===== src/hw/rtl/uartrx_pkg.sv =====
// Shared types and constants for the UART receive FIFO register block.
// No dependencies.
`timescale 1ns / 1ps

package uartrx_pkg;

  localparam int unsigned FifoDepth = 16;
  localparam int unsigned PtrW      = (FifoDepth > 1) ? $clog2(FifoDepth) : 1;
  localparam int unsigned CntW      = $clog2(FifoDepth + 1);

  typedef logic [PtrW-1:0] ptr_t;
  typedef logic [CntW-1:0] cnt_t;

  typedef enum logic [1:0] {
    OpRxByte   = 2'd0,
    OpBusRead  = 2'd1,
    OpBusWrite = 2'd2
  } op_e;

  typedef enum logic {
    CfgControl     = 1'b0,
    CfgLineControl = 1'b1
  } cfg_idx_e;

  // Register offsets
  localparam logic [11:0] AddrDr   = 12'h000;
  localparam logic [11:0] AddrRsr  = 12'h004;
  localparam logic [11:0] AddrFr   = 12'h018;
  localparam logic [11:0] AddrLcr  = 12'h02C;
  localparam logic [11:0] AddrCr   = 12'h030;
  localparam logic [11:0] AddrImsc = 12'h038;
  localparam logic [11:0] AddrRis  = 12'h03C;
  localparam logic [11:0] AddrMis  = 12'h040;
  localparam logic [11:0] AddrIcr  = 12'h044;

  // Bit positions
  localparam int unsigned CrUartEn  = 0;
  localparam int unsigned CrTxEn    = 8;
  localparam int unsigned CrRxEn    = 9;
  localparam int unsigned LcrFifoEn = 4;
  localparam int unsigned IntRxBit  = 4;
  localparam int unsigned IntTxBit  = 5;

  localparam logic [15:0] ControlReset = 16'h0300;

  typedef struct packed {
    logic       push;
    logic       pop;
    logic [7:0] wdata;
  } rxq_ctrl_t;

  typedef struct packed {
    cnt_t count;
    cnt_t count_next;
  } rxq_stat_t;

endpackage


===== src/hw/rtl/uartrx_if.sv =====
// Valid/ready channel interfaces for the UART register block.
// No dependencies.
`timescale 1ns / 1ps

interface uartrx_in_if;
  logic        valid;
  logic        ready;
  logic [1:0]  operation;
  logic [11:0] address;
  logic [15:0] write_data;
  logic [7:0]  rx_byte;

  modport source (output valid, operation, address, write_data, rx_byte, input ready);
  modport sink   (input valid, operation, address, write_data, rx_byte, output ready);
endinterface

interface uartrx_out_if;
  logic        valid;
  logic        ready;
  logic [15:0] read_data;
  logic        tx_valid;
  logic [7:0]  tx_byte;
  logic        irq;

  modport source (output valid, read_data, tx_valid, tx_byte, irq, input ready);
  modport sink   (input valid, read_data, tx_valid, tx_byte, irq, output ready);
endinterface


===== src/hw/rtl/uartrx_rxq.sv =====
// Receive FIFO: byte RAM with registered read port plus head and count.
// Depends on uartrx_pkg.
`timescale 1ns / 1ps

module uartrx_rxq import uartrx_pkg::*; (
  input  logic       clk_i,
  input  logic       rst_ni,
  input  rxq_ctrl_t  ctrl_i,
  output rxq_stat_t  stat_o,
  output logic [7:0] rdata_o
);

  localparam int unsigned SumW = CntW + 1;

  logic [7:0]      mem_q [FifoDepth];
  logic [7:0]      rdata_q;
  ptr_t            head_q, head_d;
  cnt_t            count_q, count_d;
  logic [SumW-1:0] tail_sum;
  ptr_t            tail;

  // Head plus count stays below twice the depth whenever a push is allowed.
  always_comb begin
    tail_sum = SumW'(head_q) + SumW'(count_q);
    if (tail_sum >= SumW'(FifoDepth)) begin
      tail_sum = tail_sum - SumW'(FifoDepth);
    end
    tail = tail_sum[PtrW-1:0];
  end

  always_comb begin
    head_d = head_q;
    if (ctrl_i.pop) begin
      head_d = (head_q == PtrW'(FifoDepth - 1)) ? '0 : PtrW'(head_q + 1'b1);
    end
    count_d = CntW'(count_q + CntW'(ctrl_i.push) - CntW'(ctrl_i.pop));
  end

  always_ff @(posedge clk_i or negedge rst_ni) begin
    if (!rst_ni) begin
      head_q  <= '0;
      count_q <= '0;
    end else begin
      head_q  <= head_d;
      count_q <= count_d;
    end
  end

  always_ff @(posedge clk_i) begin
    if (ctrl_i.push) begin
      mem_q[tail] <= ctrl_i.wdata;
    end
  end

  // Hold read data until the next pop.
  always_ff @(posedge clk_i) begin
    if (ctrl_i.pop) begin
      rdata_q <= mem_q[head_q];
    end
  end

  assign stat_o.count      = count_q;
  assign stat_o.count_next = count_d;
  assign rdata_o           = rdata_q;

endmodule


===== src/hw/rtl/uart_rx_fifo_register_block.sv =====
// Channel   | Dir | Payload
// item_i    | in  | operation, address, write_data, rx_byte
// result_o  | out | read_data, tx_valid, tx_byte, irq
// cfg_*_i   | in  | write enable, register index, 16-bit data
//
// One item per cycle unless stalled; each result appears in the output register the
// cycle after acceptance, with popped bytes taken from the FIFO RAM's read register.
// All state updates for an item complete in its acceptance cycle.
// Reset is asynchronous and clears control state; the RAM is not cleared.
// item_i.ready drops only while an untaken result sits in the output register.
// Depends on uartrx_pkg, uartrx_if and uartrx_rxq.
`timescale 1ns / 1ps

module uart_rx_fifo_register_block import uartrx_pkg::*; (
  input  logic          clk_i,
  input  logic          rst_ni,
  uartrx_in_if.sink     item_i,
  uartrx_out_if.source  result_o,
  input  logic          cfg_we_i,
  input  logic          cfg_index_i,
  input  logic [15:0]   cfg_wdata_i
);

  logic [15:0] control_q;
  logic [7:0]  lcr_q;
  logic [10:0] mask_q, mask_d;
  logic        tx_int_q, tx_int_d;

  logic        out_valid_q;
  logic [15:0] rdata_q;
  logic        pop_q;
  logic        txv_q;
  logic [7:0]  txb_q;
  logic        irq_q;

  logic        accept;
  logic        push, pop, tx_send;
  logic [15:0] rdata_d;
  logic        irq_d;
  cnt_t        cur_depth;
  logic        rx_empty, rx_full;
  logic [10:0] raw;
  rxq_ctrl_t   rxq_ctrl;
  rxq_stat_t   rxq_stat;
  logic [7:0]  rxq_rdata;

  assign item_i.ready = !out_valid_q || result_o.ready;
  assign accept       = item_i.valid && item_i.ready;

  assign cur_depth = lcr_q[LcrFifoEn] ? CntW'(FifoDepth) : CntW'(1);
  assign rx_empty  = (rxq_stat.count == '0);
  assign rx_full   = (rxq_stat.count >= cur_depth);

  always_comb begin
    raw           = '0;
    raw[IntRxBit] = !rx_empty;
    raw[IntTxBit] = tx_int_q;
  end

  always_comb begin
    push     = 1'b0;
    pop      = 1'b0;
    tx_send  = 1'b0;
    mask_d   = mask_q;
    tx_int_d = tx_int_q;
    rdata_d  = '0;
    if (accept) begin
      case (op_e'(item_i.operation))
        OpRxByte: begin
          push = control_q[CrUartEn] && control_q[CrRxEn] && !rx_full &&
                 (rxq_stat.count < CntW'(FifoDepth));
        end
        OpBusRead: begin
          case (item_i.address)
            AddrDr:   pop = !rx_empty;
            AddrFr:   begin
              rdata_d[7] = 1'b1;
              rdata_d[6] = rx_full;
              rdata_d[4] = rx_empty;
            end
            AddrLcr:  rdata_d = {8'h00, lcr_q};
            AddrCr:   rdata_d = control_q;
            AddrImsc: rdata_d = {5'b0, mask_q};
            AddrRis:  rdata_d = {5'b0, raw};
            AddrMis:  rdata_d = {5'b0, raw & mask_q};
            default:  rdata_d = '0;
          endcase
        end
        OpBusWrite: begin
          case (item_i.address)
            AddrDr: begin
              if (control_q[CrTxEn]) begin
                tx_send  = 1'b1;
                tx_int_d = 1'b1;
              end
            end
            AddrImsc: mask_d   = item_i.write_data[10:0];
            AddrIcr:  tx_int_d = tx_int_q & ~item_i.write_data[IntTxBit];
            default:  ;
          endcase
        end
        default: ;
      endcase
    end
  end

  // Interrupt line reflects state after this item.
  assign irq_d = (tx_int_d && mask_d[IntTxBit]) ||
                 ((rxq_stat.count_next != '0) && mask_d[IntRxBit]);

  assign rxq_ctrl.push  = push;
  assign rxq_ctrl.pop   = pop;
  assign rxq_ctrl.wdata = item_i.rx_byte;

  uartrx_rxq u_rxq (
    .clk_i   (clk_i),
    .rst_ni  (rst_ni),
    .ctrl_i  (rxq_ctrl),
    .stat_o  (rxq_stat),
    .rdata_o (rxq_rdata)
  );

  always_ff @(posedge clk_i or negedge rst_ni) begin
    if (!rst_ni) begin
      control_q <= ControlReset;
      lcr_q     <= '0;
    end else if (cfg_we_i) begin
      case (cfg_idx_e'(cfg_index_i))
        CfgControl:     control_q <= cfg_wdata_i;
        CfgLineControl: lcr_q     <= cfg_wdata_i[7:0];
        default:        ;
      endcase
    end
  end

  always_ff @(posedge clk_i or negedge rst_ni) begin
    if (!rst_ni) begin
      mask_q   <= '0;
      tx_int_q <= 1'b0;
    end else begin
      mask_q   <= mask_d;
      tx_int_q <= tx_int_d;
    end
  end

  always_ff @(posedge clk_i or negedge rst_ni) begin
    if (!rst_ni) begin
      out_valid_q <= 1'b0;
    end else if (accept) begin
      out_valid_q <= 1'b1;
    end else if (result_o.ready) begin
      out_valid_q <= 1'b0;
    end
  end

  // Hold the result while the sink stalls.
  always_ff @(posedge clk_i) begin
    if (accept) begin
      rdata_q <= rdata_d;
      pop_q   <= pop;
      txv_q   <= tx_send;
      txb_q   <= tx_send ? item_i.write_data[7:0] : 8'h00;
      irq_q   <= irq_d;
    end
  end

  assign result_o.valid     = out_valid_q;
  assign result_o.read_data = pop_q ? {8'h00, rxq_rdata} : rdata_q;
  assign result_o.tx_valid  = txv_q;
  assign result_o.tx_byte   = txb_q;
  assign result_o.irq       = irq_q;

endmodule


===== src/flat_wrapper.sv =====
// flat-port wrapper written by rule: the top's interface ports become plain ports
module uart_rx_fifo_register_block_flat import uartrx_pkg::*;
  (clk_i, rst_ni, cfg_we_i, cfg_index_i, cfg_wdata_i, item_i_valid, item_i_operation, item_i_address, item_i_write_data, item_i_rx_byte, item_i_ready, result_o_valid, result_o_read_data, result_o_tx_valid, result_o_tx_byte, result_o_irq, result_o_ready);
  uartrx_in_if item_i_i ();
  uartrx_out_if result_o_i ();
  input  logic clk_i;
  input  logic rst_ni;
  input  logic cfg_we_i;
  input  logic cfg_index_i;
  input  logic [15:0] cfg_wdata_i;
  input wire logic [$bits(item_i_i.valid)-1:0] item_i_valid;
  input wire logic [$bits(item_i_i.operation)-1:0] item_i_operation;
  input wire logic [$bits(item_i_i.address)-1:0] item_i_address;
  input wire logic [$bits(item_i_i.write_data)-1:0] item_i_write_data;
  input wire logic [$bits(item_i_i.rx_byte)-1:0] item_i_rx_byte;
  output wire logic [$bits(item_i_i.ready)-1:0] item_i_ready;
  output wire logic [$bits(result_o_i.valid)-1:0] result_o_valid;
  output wire logic [$bits(result_o_i.read_data)-1:0] result_o_read_data;
  output wire logic [$bits(result_o_i.tx_valid)-1:0] result_o_tx_valid;
  output wire logic [$bits(result_o_i.tx_byte)-1:0] result_o_tx_byte;
  output wire logic [$bits(result_o_i.irq)-1:0] result_o_irq;
  input wire logic [$bits(result_o_i.ready)-1:0] result_o_ready;
  assign item_i_i.valid = item_i_valid;
  assign item_i_i.operation = item_i_operation;
  assign item_i_i.address = item_i_address;
  assign item_i_i.write_data = item_i_write_data;
  assign item_i_i.rx_byte = item_i_rx_byte;
  assign item_i_ready = item_i_i.ready;
  assign result_o_valid = result_o_i.valid;
  assign result_o_read_data = result_o_i.read_data;
  assign result_o_tx_valid = result_o_i.tx_valid;
  assign result_o_tx_byte = result_o_i.tx_byte;
  assign result_o_irq = result_o_i.irq;
  assign result_o_i.ready = result_o_ready;
  uart_rx_fifo_register_block u_core (.clk_i(clk_i), .rst_ni(rst_ni), .item_i(item_i_i), .result_o(result_o_i), .cfg_we_i(cfg_we_i), .cfg_index_i(cfg_index_i), .cfg_wdata_i(cfg_wdata_i));
endmodule

===== config.mk =====
export PLATFORM = sky130hd
export DESIGN_NAME = uart_rx_fifo_register_block_flat
export DESIGN_NICKNAME = d
export VERILOG_FILES = /design/src/hw/rtl/uartrx_pkg.sv /design/src/hw/rtl/uartrx_if.sv /design/src/hw/rtl/uartrx_rxq.sv /design/src/hw/rtl/uart_rx_fifo_register_block.sv /design/src/flat_wrapper.sv
export SDC_FILE = /design/constraint.sdc
export NUM_CORES = 1
export LEC_CHECK = 0
export BUFFER_PORTS_ARGS = -buffer_cell sky130_fd_sc_hd__buf_2
export CAP_MARGIN = 20
export CORE_MARGIN = 8
export CORE_UTILIZATION = 53
export DETAILED_ROUTE_END_ITERATION = 6
export HOLD_SLACK_MARGIN = 0.06
export PLACE_DENSITY = 0.76
export SETUP_SLACK_MARGIN = 0.2
export SKIP_CTS_REPAIR_TIMING = 1
export SYNTH_ARGS = -nofsm -noshare
export SYNTH_HDL_FRONTEND = slang
export SYNTH_SLANG_ARGS = --single-unit

===== constraint.sdc =====
create_clock -name clk_i -period 4 [get_ports clk_i]
set_clock_uncertainty 0.15 [all_clocks]
set_input_delay 0 -clock clk_i [delete_from_list [all_inputs] [get_ports clk_i]]
set_output_delay 0 -clock clk_i [all_outputs]
set_load 0.02 [all_outputs]

==> results.txt, run 1 <==
Outcome = finished with violations
CTS tree = yes
Leading area contributor after synthesis = edfxtp_1
Die area = 21,210 sq um
Finished Cell Area = 10,910 sq um
Pwr/cell area = 445.2 nW/um^2
Vias in the first global route = 5,116
CP bufs+invs = 3
Total gr overflow = 0
Leak = 3.927 nW
Top_reg_cell synth = edfxtp_1
Crit path arrival time = 3.64 ns
Peak Freq = 0.2815 GHz
IO Count = 88
Syn avg cell area = 17.92 sq um
Synth-to-Final Area Change = 22.53%
Antenna violations before repair = 0
Post-Syn Area = 8906 sq um
Delay-heaviest family, CP = adder cells
PortBufs = 82
Syn Inst Count = 497
Critical Path Slowest Stage Cell = fa_1
Synth Warn # = 0
H-tree Lvls = 1
Final-stage net count = 736
Register area share after synthesis = 67.91%
Root Driver = clkbuf_16
Clk pin slew, worst setup/hold paths = 0.06 ns
Initial DRC Count = 367
Rows = 47
RSZ-0062 raised after global routing = false
Max incr delay on CP = 0.43 ns
Chip Height = 145.6 um
Largest net degree at the start of global routing = 47
# diodes = 0
Netlist cell types = 62
Initial Utilization = 53.90%
Die Wd = 145.6 um
Worst hold slack = 0.06716 ns
Dpl hpwl = 12,260 um
WP data required = 4.09 ns
Synth async-reset ratio = 22.01%
# setup viols final = 0
Syn Nets = 573
Max-Cap Viols = 0
Worst Setup End Kind = flip-flop
Area of the core = 16,520 sq um
Final Hold Violating Endpoints = 0
GRT Overall Usage = 16.95%
Gpl congestion = 0.8925
Maximum fanout along the worst path = 3
Post-Route WL = 19,180 um
Share of the synthesized area in the top cell type = 54.96%
Failing checks = DRC
Maximum VDD drop = 0.3899 mV
Number of synthesized register bits = 209
DR WL/cell = 21.45 um
Kind of critical path = reg2reg
Via Count = 5,146
Tmin final = 3.553 ns
Worst hold path class = in2reg
First-pass GRT wire length = 28,480 um
CTS Buf Count = 20
Fill count = 1,089
Clock Sink Count = 209
# DRC = 7
Crit share post-route = 88.81%
Post-synth EDFFs = 163
Crit-path cells = inv_1, ha_1, nand3b_1, o2111ai_2, a2111oi_4, inv_1, ha_1, inv_1, ha_1, fa_1, xnor2_1, or3_1, nor3_2, o2bb2ai_2
Post-DP Area = 9547 sq um
Worst skew pair latency = 0.48 ns
Util after Layout = 66.04%
Slew HR = 38.89%
Via-per-instance ratio = 5.756
Worst Tran Pin Value = 0.9132 ns
Max-slew violations = 0
Crit path launch type = flip-flop
Clk buf depth = 3
DRT Pass-1 Iters = 7
Layout cells sized above 1 = 33.23%
Antenna viol nets, final = 0
Synth top area cells = edfxtp_1, dfrtp_1, mux4_2
Post-route setup TNS = 0 ns
==> worst register-to-register path: stages, from the launching register on <==
cell and delay (ns):
dfrtp_1 0.40, inv_1 0.11, ha_1 0.22, nand3b_1 0.11, o2111ai_2 0.17, a2111oi_4 0.36, inv_1 0.08, ha_1 0.28
inv_1 0.04, ha_1 0.22, fa_1 0.43, xnor2_1 0.16, or3_1 0.32, nor3_2 0.16, o2bb2ai_2 0.08
==> kinds of logic after synthesis <==
family / share of synthesized area (%)
flops: 67.91
simple gates: 7.699
mux: 16.02
compound gates: 3.316
buf+inv: 1.658
fa+ha+maj: 2.416
xor+xnor: 0.9835
==> cells in the final DEF (no fill, tap or decap), types with 4 or more instances in the layout <==
| cell type | n |
|---|---|
| nor2b_1 | 11 |
| clkbuf_1 | 5 |
| edfxtp_1 | 163 |
| a21oi_1 | 6 |
| nand2b_1 | 5 |
| and2_1 | 14 |
| dfrtp_1 | 41 |
| buf_2 | 82 |
| mux4_2 | 40 |
| inv_1 | 10 |
| xnor2_1 | 7 |
| clkbuf_16 | 21 |
| nand3b_1 | 5 |
| clkinv_1 | 5 |
| nor2_1 | 28 |
| ha_1 | 14 |
| nand2_1 | 13 |
| mux2_2 | 44 |
| dlygate4sd3_1 | 67 |
| buf_4 | 10 |
| a22oi_1 | 6 |
| nand3_1 | 5 |
| a21o_1 | 4 |
==> area by class of cell <==
class                           count  area [sq um]  area share (%)
Sequential cell                   209          6052           55.46
Timing Repair Buffer              160          1176           10.78
Clock inverter                      9         88.84          0.8140
Multi-Input combinational cell    258          2721           24.94
Clock buffer                       27         558.0           5.113
Tap cell                          220         275.3           2.522
Inverter                           11         41.29          0.3784
==> sequential cells by signal (all words and copies together), names as in the netlist <==
name                      count
u_core.lcr_q                  8
u_core.result_o.tx_byte       8
u_core.u_rxq.mem_q          128
u_core.result_o.tx_valid      1
u_core.mask_q                11
u_core.u_rxq.rdata_o          8
u_core.u_rxq.count_q          5
u_core.u_rxq.head_q           4
u_core.result_o.irq           1
u_core.pop_q                  1
u_core.result_o.valid         1
u_core.tx_int_q               1
u_core.rdata_q               16
u_core.control_q             16
==> synthesized netlist by cell type (2+ instances only) <==
cell type / number
nor4b_1: 3
mux2_2: 44
a222oi_1: 3
a21o_1: 4
nand3b_1: 5
inv_1: 10
a32oi_1: 2
nand3_1: 5
xnor2_1: 7
nor3_1: 2
ha_1: 14
nor3b_1: 2
nor2b_1: 11
nand2_1: 13
and3_1: 2
nor4_4: 2
edfxtp_1: 163
nor2_1: 28
mux4_2: 40
buf_4: 2
fa_1: 2
nand4b_1: 2
and2_1: 14
clkbuf_1: 10
a31oi_1: 2
dfrtp_1: 44
a22oi_1: 6
mux2i_1: 3
dfstp_2: 2
nand2b_1: 5
xor2_1: 3
buf_6: 3
a21oi_1: 6
buf_2: 4
nand4_1: 2
==> power by group <==
| part | switching (mW) | internal (mW) |
|---|---|---|
| clock | 0.753 | 1.11 |
| sequential | 0.0562 | 2.42 |
| combinational | 0.287 | 0.238 |
| total | 1.10 | 3.76 |
==> routing by layer <==
metal	routed length, um	share of wire (%)	GRT usage, %	up-vias
met3	1120	5.8	4.167	44
li1	-	-	-	2286
met5	0	0	0	-
met4	544	2.8	5.414	0
met1	7824	41	21.58	2613
met2	9689	51	28.15	203
==> worst paths after layout <==
| path | from | to | slack (ns) | depth (start not counted) |
|---|---|---|---|---|
| max | u_core.u_rxq.count_q[3] | u_core.result_o.irq | 0.45 | 14 |
| min | item_i_address[2] | u_core.rdata_q[4] | 0.07 | 5 |
| max reg2reg | u_core.u_rxq.count_q[3] | u_core.result_o.irq | 0.45 | 14 |
| min reg2reg | u_core.lcr_q[5] | u_core.lcr_q[5] | 0.36 | 1 |
| max in group asynchronous | rst_ni | u_core.u_rxq.count_q[1] | 2.50 | 4 |
| min in group asynchronous | rst_ni | u_core.u_rxq.count_q[3] | 0.45 | 4 |
==> stage by stage <==
step           worst slack, ns  power (mW)  cells
3_3_place_gp            0.3514       2.930    788
6_report                0.4474       4.858    894
2_1_floorplan           0.2106       2.800    497
5_1_grt                 0.2493       5.023    894
4_1_cts                 0.1856       4.811    824
3_5_place_dp            0.1851       2.960    788
Note: power is estimated with default switching activity, not from simulation.
==> inputs of run 2 (changes only) <==
RECOVER_POWER = 25   (was not set)
==> results.txt, run 2 (synthesis gave the netlist of run 1 again) <==
Leak = 3.905 nW
DRT Pass-1 Iters = 6
Gpl congestion = 0.8925
Post-Place Worst Slack = 0.1851 ns
Chip Height = 145.6 um
Crit share post-route = 88.80%
Largest regs = u_core.u_rxq.mem_q x128, u_core.control_q x16, u_core.rdata_q x16
Slew HR = 38.99%
RSZ-0062 raised after global routing = false
Worst hold path class = in2reg
Max incr delay on CP = 0.43 ns
# DRC = 0
Delay-heaviest family, CP = adder cells
Most common cell after layout, fill and taps aside = edfxtp_1
Antenna viol nets, final = 0
Outcome = finished clean
# diodes = 0
Dpl hpwl = 12,260 um
Max-slew violations = 0
Vias in the first global route = 5,116
Crit-path cells = inv_1, ha_1, nand3b_1, o2111ai_2, a2111oi_4, inv_1, ha_1, inv_1, ha_1, fa_1, xnor2_1, or3_1, nor3_2, o2bb2ai_2
Clock Sink Count = 209
Die Wd = 145.6 um
Root Driver = clkbuf_16
Initial Utilization = 53.90%
Critical Path Slowest Stage Cell = fa_1
Pwr/cell area = 445.2 nW/um^2
Fill count = 1,089
Largest net degree at the start of global routing = 47
Max reg flops = 128
WP data required = 4.09 ns
Most flop-heavy register = u_core.u_rxq.mem_q
Maximum VDD drop = 0.3887 mV
First-pass GRT wire length = 28,480 um
Register area = 6052 sq um
Crit path arrival time = 3.64 ns
Via-per-instance ratio = 5.739
Peak Freq = 0.2815 GHz
Post-route setup TNS = 0 ns
GRT Overall Usage = 16.95%
DR WL/cell = 21.47 um
Most frequent cells in the layout = edfxtp_1, buf_2, dlygate4sd3_1
Layout cells sized above 1 = 32.05%
Die area = 21,210 sq um
Final setup margin = 0.4480 ns
Worst skew pair latency = 0.48 ns
Kind of critical path = reg2reg
Antenna violations before repair = 0
Worst Setup End Kind = flip-flop
Synth-to-Final Area Change = 22.42%
# setup viols final = 0
Multi-input combinational cell area = 2721 sq um
Final-stage net count = 736
Final Hold Violating Endpoints = 0
PortBufs = 82
Tmin final = 3.552 ns
Clk buf depth = 3
Initial DRC Count = 366
Maximum fanout along the worst path = 3
Clk pin slew, worst setup/hold paths = 0.06 ns
Via Count = 5,131
Max-Cap Viols = 0
Rows = 47
IO Count = 88
Total gr overflow = 0
Post-Route WL = 19,190 um
Area of the core = 16,520 sq um
Worst Tran Pin Value = 0.9118 ns
CP bufs+invs = 3
CTS tree = yes
CTS Buf Count = 20
Crit path launch type = flip-flop
H-tree Lvls = 1
run 2: cell count changes in the layout (fill, tap and decap cells not counted):
| cell | change |
|---|---|
| buf_2 | -8 |
| clkbuf_1 | +8 |
run 2: report_power, final:
group / total, mW / leakage, nW / switching (mW) / internal (mW)
logic: 0.524 / 1.54 / 0.287 / 0.237
clock network: 1.85 / 0.316 / 0.749 / 1.11
registers: 2.48 / 2.05 / 0.0562 / 2.42
total: 4.85 / 3.91 / 1.09 / 3.76
run 2: cell type report:
type	instances	area share, %
inverters	11	0.3787
well taps	220	2.525
repair buffers	160	10.70
clock buffers	27	5.118
clock inverters	9	0.8148
flip-flops and latches	209	55.51
multi-input cells	258	24.96
run 2: through the flow:
stage / cell area [sq um] / util (%) / hold slack, ns / instances / power [mW]
3_5_place_dp: 9547 / 57.77 / 0.08399 / 788 / 2.960
3_3_place_gp: 9547 / 57.77 / 0.07802 / 788 / 2.930
5_1_grt: 10900 / 65.98 / 0.1000 / 894 / 5.022
6_report: 10900 / 65.98 / 0.06689 / 894 / 4.854
2_1_floorplan: 8906 / - / -0.4456 / 497 / 2.800
4_1_cts: 10190 / 61.69 / -0.4269 / 824 / 4.811
run 2: path summary, 6_finish.rpt:
kind                                              start                       to  slack (ns)  cells after the start
worst max-delay path            u_core.u_rxq.count_q[3]      u_core.result_o.irq        0.45                     14
worst max register to register  u_core.u_rxq.count_q[3]      u_core.result_o.irq        0.45                     14
worst min-delay path                  item_i_address[2]        u_core.rdata_q[4]        0.07                      5
min in group asynchronous                        rst_ni  u_core.u_rxq.count_q[3]        0.45                      4
max in group asynchronous                        rst_ni  u_core.u_rxq.count_q[1]        2.50                      4
worst min register to register          u_core.lcr_q[5]          u_core.lcr_q[5]        0.36                      1
run 2: worst min-delay path, stage by stage:
cell and delay, ns:
buf_2 0.17, nand2_1 0.08, o32ai_1 0.08, nand4_1 0.09, a31oi_1 0.10
run 2: layer usage:
layer  global-route usage, %  part of all wire, %
met5                       0                    0
met4                   5.414                  2.8
met3                   4.167                  5.8
met2                   28.15                   50
met1                   21.58                   41
